<file path="src/rsps_pkg.sv">
// Shared constants for the ray-sphere pixel shader.
// No dependencies; imported by the pipeline modules.
`default_nettype none
package rsps_pkg;

  // Configuration register map
  localparam int REG_IMAGE_SIZE = 0;
  localparam int SIZE_W = 11;
  localparam logic [SIZE_W-1:0] IMAGE_SIZE_RESET = 11'd500;

  // Fixed-point formats
  localparam int PIX_W = 10;
  localparam int COORD_W = 17;    // signed Q2.14 with headroom
  localparam int CHAN_W = 16;

  // Square root unit: 34-bit operand, 17-bit root
  localparam int SQ_IN_W = 34;
  localparam int SQ_OUT_W = 17;

endpackage
`default_nettype wire

</file>
<file path="src/rsps_sqrt_pipe.sv">
// Pipelined integer square root, one root bit per register stage.
// Depends on rsps_pkg for operand and root widths.
`default_nettype none
module rsps_sqrt_pipe #(
  parameter int TAG_W = 1
) (
  input  wire logic                          clk,
  input  wire logic                          rst,
  input  wire logic                          ce,
  input  wire logic [rsps_pkg::SQ_IN_W-1:0]  operand,
  input  wire logic [TAG_W-1:0]              tag_in,
  output logic      [rsps_pkg::SQ_OUT_W-1:0] root,
  output logic      [TAG_W-1:0]              tag_out
);

  import rsps_pkg::*;

  localparam int N = SQ_OUT_W;
  localparam int RW = SQ_OUT_W + 3;

  logic [RW-1:0]      rem_i [N];
  logic [SQ_IN_W-1:0] op_i [N];
  logic [N-1:0]       root_i [N];
  logic [TAG_W-1:0]   tag_i [N];

  logic [RW-1:0]      rem_q [N-1];
  logic [SQ_IN_W-1:0] op_q [N-1];
  logic [N-1:0]       root_q [N];
  logic [TAG_W-1:0]   tag_q [N];

  assign rem_i[0] = '0;
  assign op_i[0] = operand;
  assign root_i[0] = '0;
  assign tag_i[0] = tag_in;

  genvar k;
  for (k = 0; k < N; k++) begin : g_stage
    logic [RW-1:0] rem_sh;
    logic [RW-1:0] trial;
    logic          ge;

    if (k > 0) begin : g_link
      assign rem_i[k] = rem_q[k-1];
      assign op_i[k] = op_q[k-1];
      assign root_i[k] = root_q[k-1];
      assign tag_i[k] = tag_q[k-1];
    end

    // bring down the next two operand bits, try root*4+1
    always_comb begin
      rem_sh = {rem_i[k][RW-3:0], op_i[k][SQ_IN_W-1 -: 2]};
      trial = RW'({root_i[k], 2'b01});
      ge = rem_sh >= trial;
    end

    always_ff @(posedge clk) begin
      if (rst) begin
        tag_q[k] <= '0;
      end else if (ce) begin
        tag_q[k] <= tag_i[k];
      end
    end

    always_ff @(posedge clk) begin
      if (ce) begin
        root_q[k] <= {root_i[k][N-2:0], ge};
      end
    end

    if (k < N - 1) begin : g_carry
      always_ff @(posedge clk) begin
        if (ce) begin
          rem_q[k] <= ge ? rem_sh - trial : rem_sh;
          op_q[k] <= op_i[k] << 2;
        end
      end
    end
  end

  assign root = root_q[N-1];
  assign tag_out = tag_q[N-1];

endmodule
`default_nettype wire

</file>
<file path="config.mk">
export PLATFORM = sky130hd
export DESIGN_NAME = rsps_sqrt_pipe
export DESIGN_NICKNAME = d
export VERILOG_FILES = /design/src/rsps_pkg.sv /design/src/rsps_sqrt_pipe.sv
export SDC_FILE = /design/constraint.sdc
export NUM_CORES = 1
export LEC_CHECK = 0
export ABC_AREA = 1
export BUFFER_PORTS_ARGS = -buffer_cell sky130_fd_sc_hd__buf_4
export CAP_MARGIN = 5
export CORE_AREA = 2 2 384 386
export DETAILED_ROUTE_END_ITERATION = 7
export DIE_AREA = 0 0 386 388
export SLEW_MARGIN = 20
export SYNTH_ARGS = -nofsm -noshare
export SYNTH_HDL_FRONTEND = slang
export SYNTH_SLANG_ARGS = --single-unit
</file>
<file path="constraint.sdc">
create_clock -name clk -period 2.2 [get_ports clk]
set_input_delay 0 -clock clk [delete_from_list [all_inputs] [get_ports clk]]
set_output_delay 0 -clock clk [all_outputs]
set_load 0.01 [all_outputs]
</file>
==> flow_metrics.tcl <==
set metrics [dict create \
    ant_nets 0 \
    worst_pin_slew_ps 641 \
    rows 140 \
    cts_tree "yes" \
    grt_max_degree 113 \
    diodes 0 \
    startpoint_type "flip-flop" \
    grt_pass1_vias 25000 \
    grt_overflow 0 \
    num_vias 25400 \
    synth-seq-area-share_pct 58.8 \
    slew_headroom_pct 57.3 \
    drv_cap 0 \
    path_buf_inv 2 \
    rrSetupSlack_ps 30 \
    rsz0062_at_grt "yes" \
    path_clk_slew_ps 60 \
    layout.nets 4319 \
    setup_viol 0 \
    antenna_found_initial 0 \
    outcome "completed" \
    crit_slowest_cell "edfxtp_1" \
    rr_endpoint "rem_q[14][4]$_DFFE_PP_" \
    numPortBuffers 55 \
    synthArstFlopShare_pct 0 \
    grt_pass1_wl_um 127000 \
    min_path_type "input pin to flip-flop" \
    clkLatencyLatePin_ps 700 \
    io_pins 56 \
    cpMostUsedCell "nand2_4" \
    synth_area_um2 36200 \
    post-route-util_pct 31.1 \
    required_ps 2620 \
    place_congestion 0.861 \
    ys_ff_latch 710 \
    dp_hpwl_um 58800 \
    drt_pass1_iterations 7 \
    synth.most_common_cell "nand2_1" \
    hold_viol 0 \
    worstSetupEndpoint "rem_q[14][4]$_DFFE_PP_" \
    fin_tns_setup_ps 0 \
    postSynthAreaPerCell_um2 9.91 \
    synth_area_leaders "edfxtp_1 (59%), nand2_1 (10%), ha_1 (5.9%)" \
    max_stage_delay_ps 450 \
    dieArea_um2 150000 \
    synth_edf_count 710 \
    yosys_warnings 0 \
    yosys.area.top_type_share_pct 58.8 \
    drive_above_1_share_pct 17.2 \
    fp.dieW_um 386 \
    clockRootBuffer "clkbuf_16" \
    wl_per_cell_um 13.2 \
    cts_buffers 80 \
    crit_start "root_q[13][3]$_DFFE_PP_" \
    synth_top_cell_by_area "edfxtp_1" \
    slew_violations 0 \
    ys_top_cells_by_count "nand2_1 (991), edfxtp_1 (710), inv_1 (543), nor2_1 (299), nand3_1 (208)" \
    max_clock_freq_ghz 0.461 \
    fin_crit_sh_pct 98.6 \
    critPathTopFamily "simple AND/OR/NAND/NOR gates" \
    fin_crit_ps 2170 \
    ff2ff_path_depth 11 \
    grt_use_total_pct 10.5 \
    power_density_nw_per_um2 840 \
    crit_type "flip-flop to flip-flop" \
    skew_ps 35.7 \
    path_max_fanout 6 \
    cts_sinks 710 \
    synthFlopType "edfxtp_1" \
    routed_wl_um 80400 \
    r2r_start "root_q[13][3]$_DFFE_PP_" \
    yosysUniqueCellTypes 46 \
    leakagePower_nw 19.0 \
    via_per_inst 4.16 \
    synth_nets 3867 \
    critPathCaptureType "flip-flop" \
    drc 0 \
    cts_buffer_depth 3 \
    synthCells 3658 \
    core_area_um2 145000 \
    syn_to_final_growth_pct 24.7 \
    worstPathCellList "inv_2 > ha_4 > nand2_4 > nand2_4 > a21oi_4 > nand2_4 > nand2_4 > nand2_2 > nor2_4 > clkbuf_16 > o21ai_1" \
    start_util_pct 25.0 \
    crit_cells 11 \
    ir_worst_vdd_mv 0.554 \
    first_iter_violations 1527 \
    crit_arrival_ps 2580 \
    htree_levels 3 \
    die_h_um 388 \
]
==> metal layers <==
| layer | share of wire [%] | global-route usage [%] |
|---|---|---|
| met5 | 0 | 0 |
| met1 | 44 | 12.8 |
| met4 | 2.8 | 3.73 |
| met2 | 50 | 18.3 |
| met3 | 3.3 | 1.85 |
==> worst register-to-register path, stage by stage, from the launching register on <==
cell,delay [ps]
edfxtp_1,450
inv_2,100
ha_4,220
nand2_4,80
nand2_4,60
a21oi_4,190
nand2_4,90
nand2_4,90
nand2_2,70
nor2_4,270
clkbuf_16,220
o21ai_1,60
==> through the flow <==
step	instance area (um2)	setup WS, ps	cells	hold slack, ps	power, mW
3_5_place_dp	40600	-67.5	5817	179	24.4
5_1_grt	45200	-54.2	6091	96.7	40.1
6_report	45200	31.4	6091	135	38.0
3_3_place_gp	40600	-85.1	5817	178	24.3
2_1_floorplan	36200	275	3658	98.9	21.8
4_1_cts	44000	0.130	6038	80.6	38.0
==> final cells by class <==
cell class | instances | area (um2)
clock inverters | 56 | 582
clock buffers | 90 | 2040
flip-flops and latches | 710 | 21300
inverters | 552 | 2090
well taps | 1917 | 2400
multi-input cells | 2370 | 13300
fillers | 14800 | 100000
repair buffers | 396 | 3420
==> kinds of logic after synthesis <==
family,share of synthesized area [%]
flops,58.8
buf+inv,6.47
compound gates,5.61
other cells,0.0103
fa+ha+maj,5.90
xor+xnor,2.47
simple gates,20.7
==> layout by cell type, fill, tap and decap left out, types with 11 or more instances in the layout <==
cell type      count
a21oi_1          143
a21oi_2           40
buf_12            16
buf_4            303
clkbuf_16         83
clkinv_1          15
clkinv_2          15
dlygate4sd3_1     70
edfxtp_1         710
ha_1             130
ha_2              11
ha_4              30
inv_1            536
inv_2             11
nand2_1          969
nand2_2           70
nand3_1          207
nand3b_1          36
nand4_1           51
nor2_1           284
nor2_2            26
nor2_4            13
nor3_1            30
o21ai_0           91
o21ai_1           36
o21ai_2           26
xnor2_1           49
xor2_1            52
==> worst min-delay path by stage <==
| stage | startpoint | depth (start not counted) | endpoint | slack [ps] |
|---|---|---|---|---|
| after floorplan | operand[0] | 0 | op_q[0][0]$_DFFE_PP_ | 100 |
| after global placement | operand[0] | 1 | op_q[0][0]$_DFFE_PP_ | 180 |
| after detailed placement | operand[19] | 1 | op_q[0][19]$_DFFE_PP_ | 180 |
| after CTS | operand[32] | 3 | rem_q[0][0]$_DFFE_PP_ | 80 |
| after global routing | operand[32] | 3 | rem_q[0][0]$_DFFE_PP_ | 100 |
| final | operand[32] | 4 | rem_q[0][1]$_DFFE_PP_ | 130 |
==> power breakdown <==
| group | internal (mW) | switching, mW | total, mW | leakage, nW |
|---|---|---|---|---|
| logic | 3.06 | 4.32 | 7.38 | 10.9 |
| clock network | 7.59 | 5.63 | 13.2 | 1.26 |
| registers | 16.6 | 0.801 | 17.4 | 6.83 |
| total | 27.2 | 10.8 | 38.0 | 19.0 |
==> registers in the layout, summed over array words and instances (netlist names) <==
signal,count
op_q,272
rem_q,268
root_q,153
tag_q,17
==> what timing repair did <==
| item | in CTS | in global routing |
|---|---|---|
| buffers inserted | 5 | 48 |
| gates resized for setup | 11 | 145 |
| setup endpoints to repair | 59 | 189 |
| gates cloned | 0 | 5 |
| pin swaps | 3 | 31 |
| hold endpoints to repair | 273 | 0 |
| hold buffers | 70 | 0 |
Note: power is estimated with default switching activity, not from simulation.
