[config.mk]
export PLATFORM = sky130hd
export DESIGN_NAME = rsps_div_pipe
export DESIGN_NICKNAME = d
export VERILOG_FILES = /design/src/rsps_div_pipe.sv
export SDC_FILE = /design/constraint.sdc
export NUM_CORES = 1
export LEC_CHECK = 0
export ABC_CLOCK_PERIOD_IN_PS = 3800
export BUFFER_PORTS_ARGS = -buffer_cell sky130_fd_sc_hd__buf_4
export CORE_MARGIN = 5
export CORE_UTILIZATION = 30
export DETAILED_ROUTE_END_ITERATION = 8
export GPL_TIMING_DRIVEN = 0
export PLACE_DENSITY = 0.43
export REMOVE_ABC_BUFFERS = 1
export SYNTH_ARGS = -nofsm -noshare
export SYNTH_HDL_FRONTEND = slang
export SYNTH_SLANG_ARGS = --single-unit
[constraint.sdc]
create_clock -name clk -period 3.8 [get_ports clk]
set_input_delay 0.19 -clock clk [delete_from_list [all_inputs] [get_ports clk]]
set_output_delay 0.19 -clock clk [all_outputs]
set_load 0.03 [all_outputs]
[src/rsps_div_pipe.sv]
// Pipelined restoring divider, one quotient bit per register stage.
// Stand-alone; a tag rides along each stage with the operands.
`default_nettype none
module rsps_div_pipe #(
  parameter int DVD_W = 27,
  parameter int DVS_W = 12,
  parameter int QUO_W = 15,
  parameter int TAG_W = 1
) (
  input  wire logic             clk,
  input  wire logic             rst,
  input  wire logic             ce,
  input  wire logic [DVD_W-1:0] dividend,
  input  wire logic [DVS_W-1:0] divisor,
  input  wire logic [TAG_W-1:0] tag_in,
  output logic      [QUO_W-1:0] quotient,
  output logic      [TAG_W-1:0] tag_out
);

  localparam int W = DVS_W + QUO_W;

  logic [W-1:0]     rem_i [QUO_W];
  logic [DVS_W-1:0] dvs_i [QUO_W];
  logic [QUO_W-1:0] quo_i [QUO_W];
  logic [TAG_W-1:0] tag_i [QUO_W];

  logic [W-1:0]     rem_q [QUO_W-1];
  logic [DVS_W-1:0] dvs_q [QUO_W-1];
  logic [QUO_W-1:0] quo_q [QUO_W];
  logic [TAG_W-1:0] tag_q [QUO_W];

  assign rem_i[0] = W'(dividend);
  assign dvs_i[0] = divisor;
  assign quo_i[0] = '0;
  assign tag_i[0] = tag_in;

  genvar k;
  for (k = 0; k < QUO_W; k++) begin : g_stage
    localparam int SH = QUO_W - 1 - k;
    logic [W-1:0]     dsh;
    logic             ge;
    logic [W-1:0]     rem_n;
    logic [QUO_W-1:0] quo_n;

    if (k > 0) begin : g_link
      assign rem_i[k] = rem_q[k-1];
      assign dvs_i[k] = dvs_q[k-1];
      assign quo_i[k] = quo_q[k-1];
      assign tag_i[k] = tag_q[k-1];
    end

    always_comb begin
      dsh = W'(dvs_i[k]) << SH;
      ge = rem_i[k] >= dsh;
      rem_n = ge ? rem_i[k] - dsh : rem_i[k];
      quo_n = quo_i[k];
      quo_n[SH] = ge;
    end

    always_ff @(posedge clk) begin
      if (rst) begin
        tag_q[k] <= '0;
      end else if (ce) begin
        tag_q[k] <= tag_i[k];
      end
    end

    always_ff @(posedge clk) begin
      if (ce) begin
        quo_q[k] <= quo_n;
      end
    end

    if (k < QUO_W - 1) begin : g_carry
      always_ff @(posedge clk) begin
        if (ce) begin
          rem_q[k] <= rem_n;
          dvs_q[k] <= dvs_i[k];
        end
      end
    end
  end

  assign quotient = quo_q[QUO_W-1];
  assign tag_out = tag_q[QUO_W-1];

endmodule
`default_nettype wire

==> results of run 1 <==
final timing paths:
| path | from | end | cells past startpoint |
|---|---|---|---|
| max | rem_q[1][57] | rem_q[1][104] | 11 |
| max reg2reg | rem_q[1][57] | rem_q[1][104] | 11 |
| min | rst | tag_q[1][6] | 3 |
| min reg2reg | quo_q[1][50] | quo_q[1][65] | 0 |
worst min-delay path: cells and delay by family:
family / cells / cell delay, ns
buf+inv: 1 / 0.08
simple gates: 2 / 0.34
flip-flops by register name, summed over array words and instances (netlist names):
| name | cells |
|---|---|
| dvs_q | 168 |
| quo_q | 120 |
| rem_q | 378 |
| tag_q | 15 |
power by group through the flow:
stage,registers [mW],clock network [mW],logic [mW]
final,11.2,7.86,7.12
after global routing,11.3,8.48,7.96
after CTS,11.2,8.19,7.11
after detailed placement,11.3,0,7.02
after global placement,11.4,0,6.83
after floorplan,10.9,0,5.35
stage by stage:
| stage | instance area [um2] | power, mW | hold slack, ns |
|---|---|---|---|
| 2_1_floorplan | 33500 | 16.2 | 0.289 |
| 3_3_place_gp | 35800 | 18.2 | 0.378 |
| 3_5_place_dp | 36100 | 18.4 | 0.380 |
| 4_1_cts | 39200 | 26.5 | 0.0964 |
| 5_1_grt | 39200 | 27.8 | 0.140 |
| 6_report | 39200 | 26.1 | 0.135 |
layout by cell type, fill, tap and decap left out, types with 7 or more instances in the layout:
cell type | Yosys | routed
nand2b_1 | 36 | 36
clkinv_2 | 0 | 15
o21ai_0 | 136 | 136
a31oi_1 | 23 | 23
and3_1 | 16 | 16
or4_1 | 18 | 18
a21oi_1 | 144 | 144
clkbuf_1 | 44 | 16
clkbuf_16 | 0 | 85
nand2_1 | 155 | 155
and2_1 | 24 | 24
nor4b_1 | 16 | 16
dlygate4sd3_1 | 0 | 40
buf_4 | 0 | 60
xnor2_1 | 110 | 110
o21a_1 | 45 | 45
ha_1 | 180 | 180
nand4_1 | 28 | 28
o211ai_1 | 7 | 7
or2_2 | 13 | 13
or3_1 | 25 | 25
nor4_1 | 38 | 38
o31a_1 | 11 | 11
o21bai_1 | 14 | 14
nor2b_1 | 27 | 27
inv_1 | 236 | 236
clkinv_1 | 0 | 15
nand3_1 | 55 | 54
xor2_1 | 91 | 91
nor3_1 | 70 | 68
nor2_1 | 166 | 166
o31ai_1 | 18 | 18
a21o_1 | 53 | 53
bufinv_16 | 0 | 8
mux2_2 | 42 | 42
fa_1 | 14 | 14
edfxtp_1 | 681 | 681
a211o_1 | 9 | 9
a211oi_1 | 22 | 22
layout make-up:
type | instances | share of cell area
timing repair buffer | 114 | 0.0285
clock buffer | 101 | 0.0558
tap | 1488 | 0.0475
inverter | 236 | 0.0226
sequential | 681 | 0.521
multi-input combinational | 1723 | 0.311
clock inverter | 50 | 0.0133
cell families (layout without fill, tap and decap cells):
group	count (synthesis)	after routing	share of synthesized area
compound gates	557	557	0.106
xor+xnor	201	201	0.0523
fa+ha+maj	194	194	0.0752
buf+inv	286	501	0.0323
flops	681	681	0.607
mux	45	45	0.0149
simple gates	726	726	0.112
metal layers:
layer / wire (um) / track usage / vias up
met1: 32200 / 0.153 / 10083
met5: 0 / 0 / -
met3: 2770 / 0.0234 / 161
met2: 37400 / 0.223 / 392
met4: 3090 / 0.0514 / 0
li1: - / - / 10372
what timing repair did:
item | in CTS | in global routing
hold endpoints to repair | 40 | 0
resized for setup | 0 | 1
setup buffers | 0 | 3
endpoints found under the setup margin | 0 | 6
hold buffers | 40 | 0
==> impl_metrics.tcl, run 1 <==
set metrics [dict create \
    cp_cell_sequence "inv_1, ha_1, inv_1, fa_1, a211o_1, a2111oi_0, o21bai_1, a21o_1, or3b_2, nor3b_1, xor2_1" \
    nNetsFinal 3077 \
    yosysUniqueCellTypes 76 \
    portBuffers 58 \
    multi_input_area_mm2 0.0122 \
    design.die.area_mm2 0.119 \
    antenna_found_initial 0 \
    avgSynthCellArea_um2 12.5 \
    maxSlewViolCount 0 \
    worstHoldPathType "input port to flop" \
    worstPathRequired_ns 4.19 \
    synth_area_mm2 0.0337 \
    drt-total-wl_um 75400 \
    maxCapViolCount 0 \
    ant_nets 0 \
    ioPinCount 59 \
    final.setup_skew_ns 0.0287 \
    viasPerCell 4.78 \
    synthCells 2690 \
    hold_viol_final 0 \
    grt_pass1_vias 21510 \
    cpMostUsedCell "inv_1" \
    relSlewSlack 0.314 \
    synth_warnings 0 \
    clk_pin_slew_ns 0.06 \
    fmax_ghz 0.274 \
    end_kind "flop" \
    drt_pre_antenna_iters 5 \
    cts_tree "yes" \
    rows 122 \
    drive_gt1_frac 0.0936 \
    diodes 0 \
    p_clk_frac 0.300 \
    grt_max_degree 128 \
    synth_flop_cell "edfxtp_1" \
    finalSetupTns_ns 0 \
    worstSetupPathType "flop to flop" \
    start_util 0.303 \
    wl_per_cell_um 17.2 \
    worst-path-buf-inv 2 \
    pwr-share-comb 0.272 \
    cts.sinks 681 \
    layout.cells.non_filler 4393 \
    async_flop_share 0 \
    finalCritPeriodShare 0.961 \
    die_h_um 345 \
    drc_errors 0 \
    regToRegSetupSlack_ns 0.15 \
    synth_enable_flop_cells 681 \
    period_needed_ns 3.65 \
    synth_top_area_cell "edfxtp_1" \
    ys_seq_elements 681 \
    p_leak_nw 14.5 \
    final_util 0.353 \
    grt_use_total 0.126 \
    synth_top_cells_by_area "edfxtp_1 61%, ha_1 6.7%, xnor2_1 2.9%, inv_1 2.6%, xor2_1 2.4%" \
    path_delay_family "compound AO/OA/AOI/OAI gates" \
    synth.most_common_cell "edfxtp_1" \
    critPathMaxFanout 4 \
    clk_latency_ns 0.66 \
    design.core.area_mm2 0.111 \
    dieWidth_um 345 \
    dp_hpwl_um 55000 \
    dpl_worst_slack_ns 0.0634 \
    p_int_mw 17.9 \
    drt_iter0_markers 1444 \
    fillers 10857 \
    via_count 21008 \
    worstMarginPinSlew_ns 1.03 \
    yosysSeqAreaShare 0.607 \
    synth_top_area_frac 0.607 \
    grt_pass1_wl_um 119000 \
    critPathLaunchType "flop" \
    htreeDepth 3 \
    cts_buffer_depth 3 \
    pwr-share-seq 0.427 \
    grt_setup_unrepaired "false" \
    slowest_stage "or3b_2" \
    regArea_mm2 0.0204 \
    cts_inserted_buffers 84 \
    p_sw_frac 0.314 \
    area_growth_pct 16.5 \
    cts_root_buf "clkbuf_16" \
    cp_slowest_stage_delay_ns 0.52 \
    ir_drop_v 0.000284 \
    arrival_ns 4.04 \
    dp_cells 4199 \
    gp_congestion 0.916 \
    fin_ws_ns 0.148 \
    grt_overflow 0 \
    finalSetupViolCount 0 \
    status "complete, no violations" \
    synth_commonest_cells "681 x edfxtp_1, 236 x inv_1, 180 x ha_1" \
    power_density_mw_per_mm2 667 \
    switchingPower_mw 8.21 \
]
No activity file was read; power rests on OpenSTA's default activity.
==> run 2: changes to the inputs <==
--- a/config.mk
+++ b/config.mk
@@ -9,6 +9,7 @@
 export BUFFER_PORTS_ARGS = -buffer_cell sky130_fd_sc_hd__buf_4
 export CORE_MARGIN = 5
 export CORE_UTILIZATION = 30
+export CTS_CLUSTER_SIZE = 8
 export DETAILED_ROUTE_END_ITERATION = 8
 export GPL_TIMING_DRIVEN = 0
 export PLACE_DENSITY = 0.43
==> constraint.sdc (replaced) <==
create_clock -name clk -period 3.8 [get_ports clk]
set_input_delay 0.76 -clock clk [delete_from_list [all_inputs] [get_ports clk]]
set_output_delay 0.76 -clock clk [all_outputs]
set_load 0.03 [all_outputs]
==> impl_metrics.tcl, run 2 (synthesis gave the netlist of run 1 again) <==
set metrics [dict create \
    area_growth_pct 15.3 \
    wl_met2_um 37300 \
    total_power_mw 26.1 \
    portBuffers 58 \
    arrival_ns 4.07 \
    grt_max_degree 128 \
    drt-total-wl_um 75300 \
    holdWs_ns 0.264 \
    final_util 0.349 \
    design.die.area_mm2 0.119 \
    ant_nets 0 \
    gp_congestion 0.916 \
    cts.sinks 681 \
    start_util 0.303 \
    largest_register_ffs 378 \
    end_kind "flop" \
    rows 122 \
    cts_hold_buf 0 \
    maxSlewViolCount 0 \
    drt_iter0_markers 1340 \
    ir_drop_v 0.000359 \
    grt_use_total 0.126 \
    layout.cells.non_filler 4317 \
    finalSetupViolCount 0 \
    cts_inserted_buffers 97 \
    worstMarginPinSlew_ns 1.06 \
    worstPathRequired_ns 4.21 \
    drive_gt1_frac 0.0923 \
    grt_setup_unrepaired "false" \
    top_regs "rem_q x378, dvs_q x168, quo_q x120" \
    status "complete, no violations" \
    grt_overflow 0 \
    p_leak_nw 14.3 \
    critPathLaunchType "flop" \
    finalCritPeriodShare 0.964 \
    worstSetupPathType "flop to flop" \
    highest_layer "met4" \
    cts_buffer_depth 3 \
    dp_cells 4199 \
    final.setup_skew_ns 0.0478 \
    design.core.area_mm2 0.111 \
    viasPerCell 4.82 \
    nNetsFinal 3050 \
    power_density_mw_per_mm2 672 \
    fin_ws_ns 0.138 \
    grt_pass1_wl_um 119000 \
    diodes 0 \
    final_common_cell "edfxtp_1" \
    drt_pre_antenna_iters 6 \
    dp_hpwl_um 55000 \
    dieWidth_um 345 \
    via_count 20825 \
    ioPinCount 59 \
    critPathMaxFanout 4 \
    dpl_worst_slack_ns -0.131 \
    antenna_found_initial 0 \
    clk_latency_ns 0.68 \
    grt_pass1_vias 21460 \
    cts_root_buf "clkbuf_16" \
    wl_per_cell_um 17.5 \
    hold_viol_final 0 \
    period_needed_ns 3.66 \
    fmax_ghz 0.273 \
    met1_length_um 32200 \
    drc_errors 0 \
    maxCapViolCount 0 \
    final_cell_mix "681 x edfxtp_1, 236 x inv_1, 180 x ha_1" \
    htreeDepth 3 \
    relSlewSlack 0.296 \
    clk_pin_slew_ns 0.05 \
    die_h_um 345 \
    cts_tree "yes" \
    worstHoldPathType "input port to flop" \
    regMostFlops "rem_q" \
    wl_met3_um 2630 \
]
[run 2: cell count changes in the layout (fill, tap and decap cells not counted), moves of 2 or more]
cell	before	now
clkinv_16	1	4
clkinv_1	15	1
clkinvlp_4	6	0
bufinv_16	8	1
dlygate4sd3_1	40	0
clkbuf_16	85	98
inv_6	2	0
clkbuf_1	16	5
clkinv_2	15	4
[run 2: what timing repair did]
item                                    4_1_cts  5_1_grt
resized for setup                             0        1
endpoints found under the setup margin        0        4
buffers inserted                              0        3
[run 2: path summary, 6_finish.rpt]
check	from	endpoint	slack [ns]	cells past startpoint
setup / recovery	rem_q[1][57]	rem_q[1][104]	0.14	11
hold / removal	dividend[7]	rem_q[0][7]	0.26	1
setup reg to reg	rem_q[1][57]	rem_q[1][104]	0.14	11
hold reg to reg	quo_q[1][23]	quo_q[1][38]	0.41	0
[run 2: worst max-delay path: stages, from the launching register on]
cell and delay (ns):
edfxtp_1 0.39, inv_1 0.07, ha_1 0.15, inv_1 0.05, fa_1 0.42, a211o_1 0.35, a2111oi_0 0.47, o21bai_1 0.33
a21o_1 0.29, or3b_2 0.52, nor3b_1 0.26, xor2_1 0.10
[run 2: cell type report]
cell class              count  area, um2
well taps                1488       1860
clock inverters            12        214
inverters                 236        886
repair buffers             74        717
clock buffers             103       2470
multi-input cells        1723      12200
fillers                 10851      72300
flip-flops and latches    681      20400
[run 2: power by group]
group | switching [mW] | internal, mW | total, mW
registers | 1.03 | 10.2 | 11.2
logic | 3.97 | 3.10 | 7.07
clock network | 3.16 | 4.65 | 7.80
total | 8.17 | 17.9 | 26.1
[run 2: routing by layer]
layer,vias up,global-route usage
li1,10268,-
met1,9987,0.152
met2,402,0.221
met3,168,0.0236
met4,0,0.0530
met5,-,0
[run 2: stage by stage]
stage               instance area (um2)  TNS (ns)
floorplan                         33500    -0.221
global placement                  35800  -2599.58
detailed placement                36100    -0.727
CTS                               38800         0
global route                      38800         0
finish                            38800         0
